**config.mk**
```make
export PLATFORM = sky130hd
export DESIGN_NAME = segmented_sweep_sequencer
export DESIGN_NICKNAME = d
export VERILOG_FILES = /design/src/rtl/sss_pkg.sv /design/src/rtl/sss_step.sv /design/src/rtl/segmented_sweep_sequencer.sv
export SDC_FILE = /design/constraint.sdc
export NUM_CORES = 2
export LEC_CHECK = 0
export BUFFER_PORTS_ARGS = -buffer_cell sky130_fd_sc_hd__buf_2
export CAP_MARGIN = 20
export CORE_MARGIN = 2
export CORE_UTILIZATION = 60
export DETAILED_ROUTE_END_ITERATION = 10
export MAX_ROUTING_LAYER = met4
export PLACE_DENSITY = 0.78
export SLEW_MARGIN = 10
export SYNTH_ARGS = -nofsm -noshare
export SYNTH_HDL_FRONTEND = slang
export SYNTH_SLANG_ARGS = --single-unit
```
**constraint.sdc**
```tcl
create_clock -name i_clk -period 15.69 [get_ports i_clk]
set_input_delay 4.707 -clock i_clk [delete_from_list [all_inputs] [get_ports i_clk]]
set_output_delay 4.707 -clock i_clk [all_outputs]
set_load 0.005 [all_outputs]
```
**src/rtl/sss_pkg.sv**
```systemverilog
`timescale 1ns / 1ps
// ----------------------------------------------------------------------------
// sss_pkg: shared types and helpers of the segmented sweep sequencer
// Holds the register map, the item and state records and the small
// segment arithmetic that both the update logic and the top level use.
// ----------------------------------------------------------------------------
package sss_pkg;

    localparam int MAX_SEGMENTS = 4;
    localparam int ANGLE_W      = 18;
    localparam int SEG_W        = 2;
    localparam int CNT_W        = 3;
    localparam int SEGANG_W     = 16;
    localparam int DWELL_W      = 32;

    localparam logic [ANGLE_W-1:0] ANGLE_MAX = '1;
    localparam logic [DWELL_W-1:0] DWELL_MAX = '1;

    // action codes carried in the input tuser
    localparam logic [1:0] ACT_TICK  = 2'd0;
    localparam logic [1:0] ACT_START = 2'd1;
    localparam logic [1:0] ACT_STOP  = 2'd2;

    // register indexes of the configuration port
    localparam logic [2:0] CFG_SEGMENT_COUNT  = 3'd0;
    localparam logic [2:0] CFG_SEGMENT_ANGLES = 3'd1;
    localparam logic [2:0] CFG_ROTATION_RATE  = 3'd2;
    localparam logic [2:0] CFG_WARNING_ANGLE  = 3'd3;
    localparam logic [2:0] CFG_PAUSE_SEGMENTS = 3'd4;
    localparam logic [2:0] CFG_PAUSE_SCANS    = 3'd5;

    typedef enum logic [1:0] {
        MODE_STOPPED  = 2'd0,
        MODE_SCANNING = 2'd1,
        MODE_PAUSED   = 2'd2
    } t_mode;

    typedef struct packed {
        logic [CNT_W-1:0]    segment_count;
        logic [63:0]         segment_angles;
        logic [15:0]         rotation_rate;
        logic [15:0]         warning_angle;
        logic [DWELL_W-1:0]  pause_segments;
        logic [DWELL_W-1:0]  pause_scans;
    } t_cfg;

    typedef struct packed {
        t_mode               mode;
        logic [ANGLE_W-1:0]  angle_now;
        logic [ANGLE_W-1:0]  segment_start_angle;
        logic [SEG_W-1:0]    segment_now;
        logic [DWELL_W-1:0]  dwell_counter;
        logic [DWELL_W-1:0]  dwell_length;
        logic                warned;
    } t_state;

    typedef struct packed {
        logic [1:0]          action;
        logic [15:0]         delta_time;
        logic [SEG_W-1:0]    start_segment;
    } t_item;

    typedef struct packed {
        t_mode               run_state;
        logic [ANGLE_W-1:0]  sweep_angle;
        logic [SEG_W-1:0]    segment_index;
        logic                ending_event;
        logic                state_change_event;
        logic                bad_segment;
    } t_result;

    // segment count clamped to 1..MAX_SEGMENTS
    function automatic logic [CNT_W-1:0] eff_count(input logic [CNT_W-1:0] cnt);
        logic [CNT_W-1:0] c;
        c = cnt;
        if (c == '0) begin
            c = CNT_W'(1);
        end else if (c > CNT_W'(MAX_SEGMENTS)) begin
            c = CNT_W'(MAX_SEGMENTS);
        end
        return c;
    endfunction

    // angle of one segment
    function automatic logic [SEGANG_W-1:0] seg_angle(input logic [63:0] angles,
                                                      input logic [SEG_W-1:0] idx);
        return angles[{idx, 4'b0000} +: SEGANG_W];
    endfunction

    // sum of the segment angles below idx
    function automatic logic [ANGLE_W-1:0] prefix_angle(input logic [63:0] angles,
                                                        input logic [SEG_W-1:0] idx);
        logic [ANGLE_W-1:0] s1;
        logic [ANGLE_W-1:0] s2;
        logic [ANGLE_W-1:0] s3;
        logic [ANGLE_W-1:0] sum;
        s1 = ANGLE_W'(angles[15:0]);
        s2 = s1 + ANGLE_W'(angles[31:16]);
        s3 = s2 + ANGLE_W'(angles[47:32]);
        unique case (idx)
            2'd0:    sum = '0;
            2'd1:    sum = s1;
            2'd2:    sum = s2;
            default: sum = s3;
        endcase
        return sum;
    endfunction

    // (seg + 1) mod cnt, cnt already clamped to 1..4
    function automatic logic [SEG_W-1:0] next_segment(input logic [SEG_W-1:0] seg,
                                                      input logic [CNT_W-1:0] cnt);
        logic [CNT_W-1:0] v;
        logic [SEG_W-1:0] r;
        v = {1'b0, seg} + CNT_W'(1);
        unique case (cnt)
            3'd1:    r = '0;
            3'd2:    r = {1'b0, v[0]};
            3'd3:    r = (v >= 3'd3) ? SEG_W'(v - 3'd3) : v[SEG_W-1:0];
            default: r = v[SEG_W-1:0];
        endcase
        return r;
    endfunction

endpackage

```
**src/rtl/sss_step.sv**
```systemverilog
`timescale 1ns / 1ps
// ----------------------------------------------------------------------------
// sss_step: per-item state update
// Takes the current sequencer state and one item and gives the next state
// and the result fields in a single combinational pass.
// ----------------------------------------------------------------------------
module sss_step (
    input  sss_pkg::t_cfg    i_cfg,
    input  sss_pkg::t_state  i_state,
    input  sss_pkg::t_item   i_item,
    output sss_pkg::t_state  o_state,
    output sss_pkg::t_result o_result
);

    logic [sss_pkg::CNT_W-1:0]    w_cnt;
    logic [sss_pkg::SEGANG_W-1:0] w_seg_len;
    logic [sss_pkg::ANGLE_W-1:0]  w_so_far;
    logic [sss_pkg::ANGLE_W-1:0]  w_remain;
    logic                         w_done;
    logic                         w_warn_hit;
    logic [31:0]                  w_product;
    logic [sss_pkg::ANGLE_W:0]    w_angle_sum;
    logic [sss_pkg::ANGLE_W-1:0]  w_angle_sat;
    logic [sss_pkg::DWELL_W:0]    w_dwell_sum;
    logic [sss_pkg::DWELL_W-1:0]  w_dwell_sat;
    logic [sss_pkg::DWELL_W-1:0]  w_dwell_pick;
    logic [sss_pkg::SEG_W-1:0]    w_seg_next;
    logic                         w_ending;
    logic                         w_changed;
    logic                         w_bad;

    // progress through the current segment and the warning test
    always_comb begin
        w_cnt      = sss_pkg::eff_count(i_cfg.segment_count);
        w_seg_len  = sss_pkg::seg_angle(i_cfg.segment_angles, i_state.segment_now);
        w_so_far   = (i_state.angle_now >= i_state.segment_start_angle)
                     ? (i_state.angle_now - i_state.segment_start_angle) : '0;
        w_done     = w_so_far >= sss_pkg::ANGLE_W'(w_seg_len);
        w_remain   = sss_pkg::ANGLE_W'(w_seg_len) - w_so_far;
        w_warn_hit = w_done || (w_remain <= sss_pkg::ANGLE_W'(i_cfg.warning_angle));
    end

    // angle step and saturating angle and dwell sums
    always_comb begin
        w_product   = 32'(i_item.delta_time) * 32'(i_cfg.rotation_rate);
        w_angle_sum = {1'b0, i_state.angle_now} + (sss_pkg::ANGLE_W+1)'(w_product[31:16]);
        w_angle_sat = w_angle_sum[sss_pkg::ANGLE_W] ? sss_pkg::ANGLE_MAX
                                                    : w_angle_sum[sss_pkg::ANGLE_W-1:0];
        w_dwell_sum = {1'b0, i_state.dwell_counter}
                      + (sss_pkg::DWELL_W+1)'(i_item.delta_time);
        w_dwell_sat = w_dwell_sum[sss_pkg::DWELL_W] ? sss_pkg::DWELL_MAX
                                                    : w_dwell_sum[sss_pkg::DWELL_W-1:0];
        w_dwell_pick = (({1'b0, i_state.segment_now} + sss_pkg::CNT_W'(1)) < w_cnt)
                       ? i_cfg.pause_segments : i_cfg.pause_scans;
        w_seg_next  = sss_pkg::next_segment(i_state.segment_now, w_cnt);
    end

    // next state by action and mode
    always_comb begin
        o_state   = i_state;
        w_ending  = 1'b0;
        w_changed = 1'b0;
        w_bad     = 1'b0;
        unique case (i_item.action)
            sss_pkg::ACT_START: begin
                if ({1'b0, i_item.start_segment} >= w_cnt) begin
                    w_bad = 1'b1;
                end else begin
                    o_state.segment_now         = i_item.start_segment;
                    o_state.segment_start_angle = sss_pkg::prefix_angle(
                        i_cfg.segment_angles, i_item.start_segment);
                    o_state.angle_now           = o_state.segment_start_angle;
                    o_state.mode                = sss_pkg::MODE_SCANNING;
                    o_state.warned              = 1'b0;
                    w_changed                   = 1'b1;
                end
            end
            sss_pkg::ACT_STOP: begin
                o_state.mode   = sss_pkg::MODE_STOPPED;
                o_state.warned = 1'b0;
                w_changed      = 1'b1;
            end
            sss_pkg::ACT_TICK: begin
                case (i_state.mode)
                    sss_pkg::MODE_PAUSED: begin
                        o_state.dwell_counter = w_dwell_sat;
                        if (w_dwell_sat >= i_state.dwell_length) begin
                            o_state.mode   = sss_pkg::MODE_SCANNING;
                            o_state.warned = 1'b0;
                            w_changed      = 1'b1;
                        end
                    end
                    sss_pkg::MODE_SCANNING: begin
                        if (!i_state.warned && w_warn_hit) begin
                            o_state.warned = 1'b1;
                            w_ending       = 1'b1;
                        end
                        o_state.angle_now = w_angle_sat;
                        // segment finished: move on to the next one and pause there
                        if (w_done) begin
                            o_state.mode                = sss_pkg::MODE_PAUSED;
                            o_state.dwell_counter       = '0;
                            o_state.dwell_length        = w_dwell_pick;
                            o_state.warned              = 1'b0;
                            o_state.segment_now         = w_seg_next;
                            o_state.segment_start_angle = sss_pkg::prefix_angle(
                                i_cfg.segment_angles, w_seg_next);
                            o_state.angle_now           = o_state.segment_start_angle;
                            w_changed                   = 1'b1;
                        end
                    end
                    default: begin
                    end
                endcase
            end
            default: begin
            end
        endcase
    end

    // result fields report the state after this item
    always_comb begin
        o_result.run_state          = o_state.mode;
        o_result.sweep_angle        = o_state.angle_now;
        o_result.segment_index      = o_state.segment_now;
        o_result.ending_event       = w_ending;
        o_result.state_change_event = w_changed;
        o_result.bad_segment        = w_bad;
    end

endmodule

```
**src/rtl/segmented_sweep_sequencer.sv**
```systemverilog
`timescale 1ns / 1ps
// ----------------------------------------------------------------------------
// segmented_sweep_sequencer: sweep angle sequencer over a ring of segments
// Ticks advance the angle, starts and stops set the run state; every item
// gives exactly one result item with the state after it.
// ----------------------------------------------------------------------------
// One item per clock cycle is accepted while the output side is ready, and one
// result per item is returned from the result register. Items pass an
// input register, then one pass of update logic (a 16x16 multiply for the
// angle step, a saturating add and the segment compares) that writes both the
// state and the result register, so this single pass of state update sets the
// rate. A result waiting on the output stops the next item from entering the
// input register only while that register is full. Configuration writes take
// effect on the next cycle and are meant to be done while no item is in flight.
// ----------------------------------------------------------------------------
module segmented_sweep_sequencer (
    input  logic        i_clk,
    input  logic        i_rst_n,
    // configuration write port
    input  logic        i_cfg_we,
    input  logic [2:0]  i_cfg_idx,
    input  logic [63:0] i_cfg_data,
    // input items
    input  logic        s_axis_tvalid,
    output logic        s_axis_tready,
    input  logic [23:0] s_axis_tdata,   // delta_time[15:0], start_segment[17:16]
    input  logic [1:0]  s_axis_tuser,   // action[1:0]
    // result items
    output logic        m_axis_tvalid,
    input  logic        m_axis_tready,
    output logic [31:0] m_axis_tdata    // run_state[1:0], sweep_angle[19:2],
                                        // segment_index[21:20], ending_event[22],
                                        // state_change_event[23], bad_segment[24]
);

    sss_pkg::t_cfg    r_cfg;
    sss_pkg::t_state  r_state;
    sss_pkg::t_state  n_state;
    sss_pkg::t_item   r_in;
    sss_pkg::t_result w_result;
    logic             r_in_valid;
    logic             r_out_valid;
    logic [31:0]      r_out_tdata;
    logic [31:0]      n_out_tdata;
    logic             w_out_free;
    logic             w_fire;

    // handshake between the two register stages
    assign w_out_free    = !r_out_valid || m_axis_tready;
    assign w_fire        = r_in_valid && w_out_free;
    assign s_axis_tready = !r_in_valid || w_out_free;
    assign m_axis_tvalid = r_out_valid;
    assign m_axis_tdata  = r_out_tdata;

    // configuration registers
    always_ff @(posedge i_clk) begin
        if (!i_rst_n) begin
            r_cfg.segment_count  <= sss_pkg::CNT_W'(1);
            r_cfg.segment_angles <= 64'd46080;
            r_cfg.rotation_rate  <= 16'd11520;
            r_cfg.warning_angle  <= '0;
            r_cfg.pause_segments <= '0;
            r_cfg.pause_scans    <= '0;
        end else if (i_cfg_we) begin
            case (i_cfg_idx)
                sss_pkg::CFG_SEGMENT_COUNT:  r_cfg.segment_count  <= i_cfg_data[2:0];
                sss_pkg::CFG_SEGMENT_ANGLES: r_cfg.segment_angles <= i_cfg_data;
                sss_pkg::CFG_ROTATION_RATE:  r_cfg.rotation_rate  <= i_cfg_data[15:0];
                sss_pkg::CFG_WARNING_ANGLE:  r_cfg.warning_angle  <= i_cfg_data[15:0];
                sss_pkg::CFG_PAUSE_SEGMENTS: r_cfg.pause_segments <= i_cfg_data[31:0];
                sss_pkg::CFG_PAUSE_SCANS:    r_cfg.pause_scans    <= i_cfg_data[31:0];
                default: begin
                end
            endcase
        end
    end

    // valid bits and sequencer state
    always_ff @(posedge i_clk) begin
        if (!i_rst_n) begin
            r_in_valid  <= 1'b0;
            r_out_valid <= 1'b0;
            r_state     <= '{mode: sss_pkg::MODE_STOPPED, default: '0};
        end else begin
            if (s_axis_tready) begin
                r_in_valid <= s_axis_tvalid;
            end
            if (w_out_free) begin
                r_out_valid <= w_fire;
            end
            if (w_fire) begin
                r_state <= n_state;
            end
        end
    end

    // input item register
    always_ff @(posedge i_clk) begin
        if (s_axis_tready) begin
            r_in.action        <= s_axis_tuser;
            r_in.delta_time    <= s_axis_tdata[15:0];
            r_in.start_segment <= s_axis_tdata[17:16];
        end
    end

    // state update for the item in the input register
    sss_step u_step (
        .i_cfg    (r_cfg),
        .i_state  (r_state),
        .i_item   (r_in),
        .o_state  (n_state),
        .o_result (w_result)
    );

    // result packing
    always_comb begin
        n_out_tdata = {7'b0, w_result.bad_segment, w_result.state_change_event,
                       w_result.ending_event, w_result.segment_index,
                       w_result.sweep_angle, w_result.run_state};
    end

    // result register
    always_ff @(posedge i_clk) begin
        if (w_fire) begin
            r_out_tdata <= n_out_tdata;
        end
    end

endmodule

```
# Word level (Yosys, flattened, before mapping)
# Index checks and enable logic that the tools add are counted.
# totals
register_bits	315
input_bits	98
output_inout_bits	34
# op_classes
addsub	8
multipliers	1
n_lt_le_gt_ge	8
n_eq_ne	23
shifts	1
n_mux	30
n_reduce_logical	27
# op_table
cell	count
18-bit one-hot mux with 3 select lines	2
105-bit 2-to-1 mux	1
38-bit one-hot mux with 2 select lines	1
32-bit 2-to-1 mux	2
32-bit one-hot mux with 2 select lines	1
64-bit by 7-bit indexed part select with 16-bit output	1
40-bit 2-to-1 mux	1
38-bit 2-to-1 mux	1
18-bit 2-to-1 mux	2
32-bit by 16-bit adder with 33-bit output	1
32-bit greater-or-equal comparator	1
16-bit by 16-bit multiplier with 32-bit output	1
18-bit by 16-bit adder with 19-bit output	1
18-bit by 16-bit adder with 18-bit output	1
18-bit by 16-bit greater-or-equal comparator with 1-bit output	1
18-bit greater-or-equal comparator	1
18-bit by 16-bit <= comparator with 1-bit output	1
16-bit by 18-bit subtractor with 18-bit output	1
18-bit subtractor	1
16-bit by 16-bit adder with 17-bit output	1
2-bit AND reduction	7
3-bit by 2-bit equality test with 1-bit output (second input constant)	4
2-bit one-hot mux with 3 select lines	2
2-bit by 1-bit equality test with 1-bit output (second input constant)	4
30 further kinds	58

# Depth between registers and ports, before layout
# depth
ltp_word	10
mapped_depth	37

# By module
# A second synthesis with hierarchy kept.
# hier_totals
cells_unflattened	3540
hier_area_um2	29432.0
# by_module_without_submodules
module	instances	cells_each	area_each_um2	seq_area_each_um2
sss_step	1	2399	18208.7	0.0
segmented_sweep_sequencer	1	1141	11223.3	6756.5

# Least setup slack after synthesis
# OpenSTA, ideal clock, no wires.
# synth_path
path_type	input port to output port
startpoint	in m_axis_tready
endpoint	out s_axis_tready
arrival_ns	5.297
slack_ns	5.686
cell_stages	2
n_path_buf	0
cell_sequence	nor2b_1 nand2_1
# synth_between
elab_chain_cells	2
# synth_rtl
item	line	source
from (decl)	segmented_sweep_sequencer.sv:30	input logic m_axis_tready,
1-bit logical OR	segmented_sweep_sequencer.sv:49	assign w_out_free = !r_out_valid || m_axis_tready;
1-bit logical OR	segmented_sweep_sequencer.sv:51	assign s_axis_tready = !r_in_valid || w_out_free;
to (decl)	segmented_sweep_sequencer.sv:25	output logic s_axis_tready,
# No other way between the ends.

# Final worst setup path
# Ends and elaborated chain as after synthesis.

==> results.cfg <==
[power]
pwr-share-clk_pct = 24.4
swShare_pct = 41.6
p_sw_uw = 1420
p_per_area_nw_per_um2 = 116
p_leak_uw = 0.0129
p_seq_share_pct = 25.8
p_int_uw = 1990
p_comb_share_pct = 49.7
ir_drop_mv = 0.149

[synthesis]
yosys_most_used_dff = dfxtp_1
synthCells = 3339
yosysWarnings = 0
yosys.cell_types.count = 83
synth_edf_count = 45
ys_ff_latch = 315
async_flop_share_pct = 0
netlist_area_um2 = 27400
avgSynthCellArea_um2 = 8.20
ys_seq_area_share_pct = 24.7

[run]
maxCapViolations = 0

[placed_design]
portBuffers = 118
gp_congestion = 0.997
dpl.cell_count = 3920
dp.final_hpwl_um = 60400

[critical_path]
required_ns = 10.98
crit_fanout = 4
critPathCaptureType = primary output
cp-start-kind = primary input
cp.arrival_ns = 5.53
path_class = primary input to primary output

[finish]
syn2layout_area_growth_pct = 7.52
fillers = 3771
final_nets = 3913
drive_above_1_share_pct = 7.44
diodes = 0
fin_cells = 3985
fin_util_pct = 65.1

[timing]
holdWs_ns = 0.455
fin_crit_ns = 10.23
setup_viol = 0
fin_tns_setup_ns = 0
min_period_over_period_pct = 65.2
worst_slew_pin_slew_ns = 1.11
grt_setup_unrepaired = false
slew_violations = 0
hold_viol = 0
skew_ns = 0.0254
maxSlewHeadroom_pct = 26.0
fmax_mhz = 97.7

[clocking]
ctsHoldBuffers = 0
htreeDepth = 2
ctsResizeCount = 0
cts.sinks = 315
cts_made_buffers = 36
tritoncts = built
clk_pin_slew_ns = 0.06
ctsRootBufferMaster = clkbuf_16
cts_setup_buffers = 0
clock_latency_ns = 0.56
cts.path.max_buffers = 3

[floorplanning]
die_h_um = 218
design.core.area_um2 = 45200
die_w_um = 218
rows = 78
fp.dieArea_um2 = 47300
boundaryPins = 132
initial_utilization_pct = 60.6

[global_routing]
grt_pass1_vias = 24100
grt_max_degree = 91
grt_use_total_pct = 35.7
overflow = 0
grt_first_pass_wirelength_um = 129000
antenna_found_initial = 0

[route]
drc = 0
viasPerCell = 6.05
drt-initial-drc-count = 2134
routed_wl_um = 81500
vias = 24100
antenna_left = 0
wl_per_cell_um = 20.5
firstDrtPassIters = 7

[outcome]
run_status = complete, no violations

[worst_hold_path]
hold_class = flop to flop
## Yosys cell counts (4+ instances only)
cell      instances  area, um2
nand2_1         605       2270
inv_1           356       1340
a21oi_1         321       1610
dfxtp_1         270       5410
ha_1            257       3220
fa_1            199       3980
nor2_1          188        706
clkbuf_1        146        548
and2_1          122        763
o21ai_0         119        596
xnor2_1          68        596
a211oi_1         63        473
nand3_1          49        245
edfxtp_1         45       1350
mux2i_1          44        440
a21o_1           42        315
o21a_1           29        218
xor2_1           29        254
nand4_1          27        169
nor3_1           27        135
a22oi_1          23        173
nor2b_1          22        138
o211ai_1         22        165
nand2b_1         21        131
a31oi_1          19        119
and3_1           16        100
mux4_2           16        360
or3_1            14       87.6
o21bai_1         13       97.6
a22o_1           10       87.6
buf_4            10       75.1
nor4_1           10       62.6
o31ai_1           9       67.6
or2_2             9       56.3
o21ai_1           8       40.0
o22a_1            8       70.1
mux2_2            6       67.6
o22ai_1           6       37.5
o31a_1            6       52.6
and4_1            5       43.8
buf_2             5       25.0
buf_1             4       15.0
o41ai_1           4       35.0
## power groups by stage
stage / combinational [uW] / clock [uW] / sequential, uW
5_1_grt: 1880 / 872 / 881
2_1_floorplan: 1210 / 0 / 872
3_3_place_gp: 1580 / 0 / 895
4_1_cts: 1670 / 842 / 878
6_report: 1700 / 834 / 880
3_5_place_dp: 1650 / 0 / 896
## path summary, 6_finish.rpt
path                                 from                       end  slack, ns  depth (start not counted)
setup / recovery            m_axis_tready             s_axis_tready       5.46                          4
hold / removal    r_cfg[151]$_SDFFE_PN0P_   r_cfg[151]$_SDFFE_PN0P_       0.46                          2
setup reg to reg        r_in[8]$_DFFE_PP_  r_state[96]$_SDFFE_PN0P_       5.55                         32
hold reg to reg   r_cfg[151]$_SDFFE_PN0P_   r_cfg[151]$_SDFFE_PN0P_       0.46                          2
## sequential cells by signal (all words and copies together), names as in the netlist
register	cells
r_in	20
r_cfg	163
r_state	105
m_axis_tdata	25
r_in_valid	1
m_axis_tvalid	1
## kinds of logic (layout without fill, tap and decap cells)
| family | after synthesis | in the layout | synth area share (%) |
|---|---|---|---|
| simple gates | 1124 | 1124 | 18.2 |
| compound gates | 756 | 756 | 17.2 |
| buf+inv | 524 | 564 | 7.37 |
| fa+ha+maj | 456 | 456 | 26.3 |
| flops | 315 | 315 | 24.7 |
| xor+xnor | 97 | 97 | 3.10 |
| mux | 66 | 66 | 3.17 |
| other cells | 1 | 7 | 0.0137 |
## cells in the final DEF (no fill, tap or decap), types with 37 or more instances in the layout
master / instances
a21oi_1: 320
inv_1: 356
nand3_1: 49
dfxtp_1: 270
ha_1: 257
buf_2: 118
a211oi_1: 63
nor2_1: 186
nand2_1: 605
mux2i_1: 44
xnor2_1: 68
a21o_1: 42
edfxtp_1: 45
o21ai_0: 119
clkbuf_16: 37
fa_1: 199
and2_1: 122
## per-stage QoR
| stage | power, uW | instance area (um2) | setup WS (ns) |
|---|---|---|---|
| after detailed placement | 2540 | 28300 | 5.49 |
| after floorplan | 2090 | 27400 | 5.69 |
| after global routing | 3640 | 29400 | 5.12 |
| after CTS | 3390 | 29400 | 5.46 |
| after global placement | 2470 | 28300 | 5.51 |
| final | 3410 | 29400 | 5.46 |
## final cells by class
cell class	instances	area [um2]	share of cell area (%)
Multi-Input combinational cell	2506	18700	63.4
Tap cell	600	751	2.55
Clock buffer	45	996	3.38
Inverter	358	1350	4.58
Clock inverter	19	148	0.502
Sequential cell	315	6760	23.0
Timing Repair Buffer	142	778	2.64
## routing by layer
layer	track usage (%)	wire, um	share of wire, %
met2	57.1	37800	46
met3	5.90	6960	8.5
met4	16.3	4150	5.1
met5	-	0	0
met1	44.6	32600	40
## critical path, stage by stage
cell	delay, ns
buf_2	0.11
nor2b_1	0.24
nand2_1	0.26
buf_2	0.22
Power figures use the tool's default switching activity.
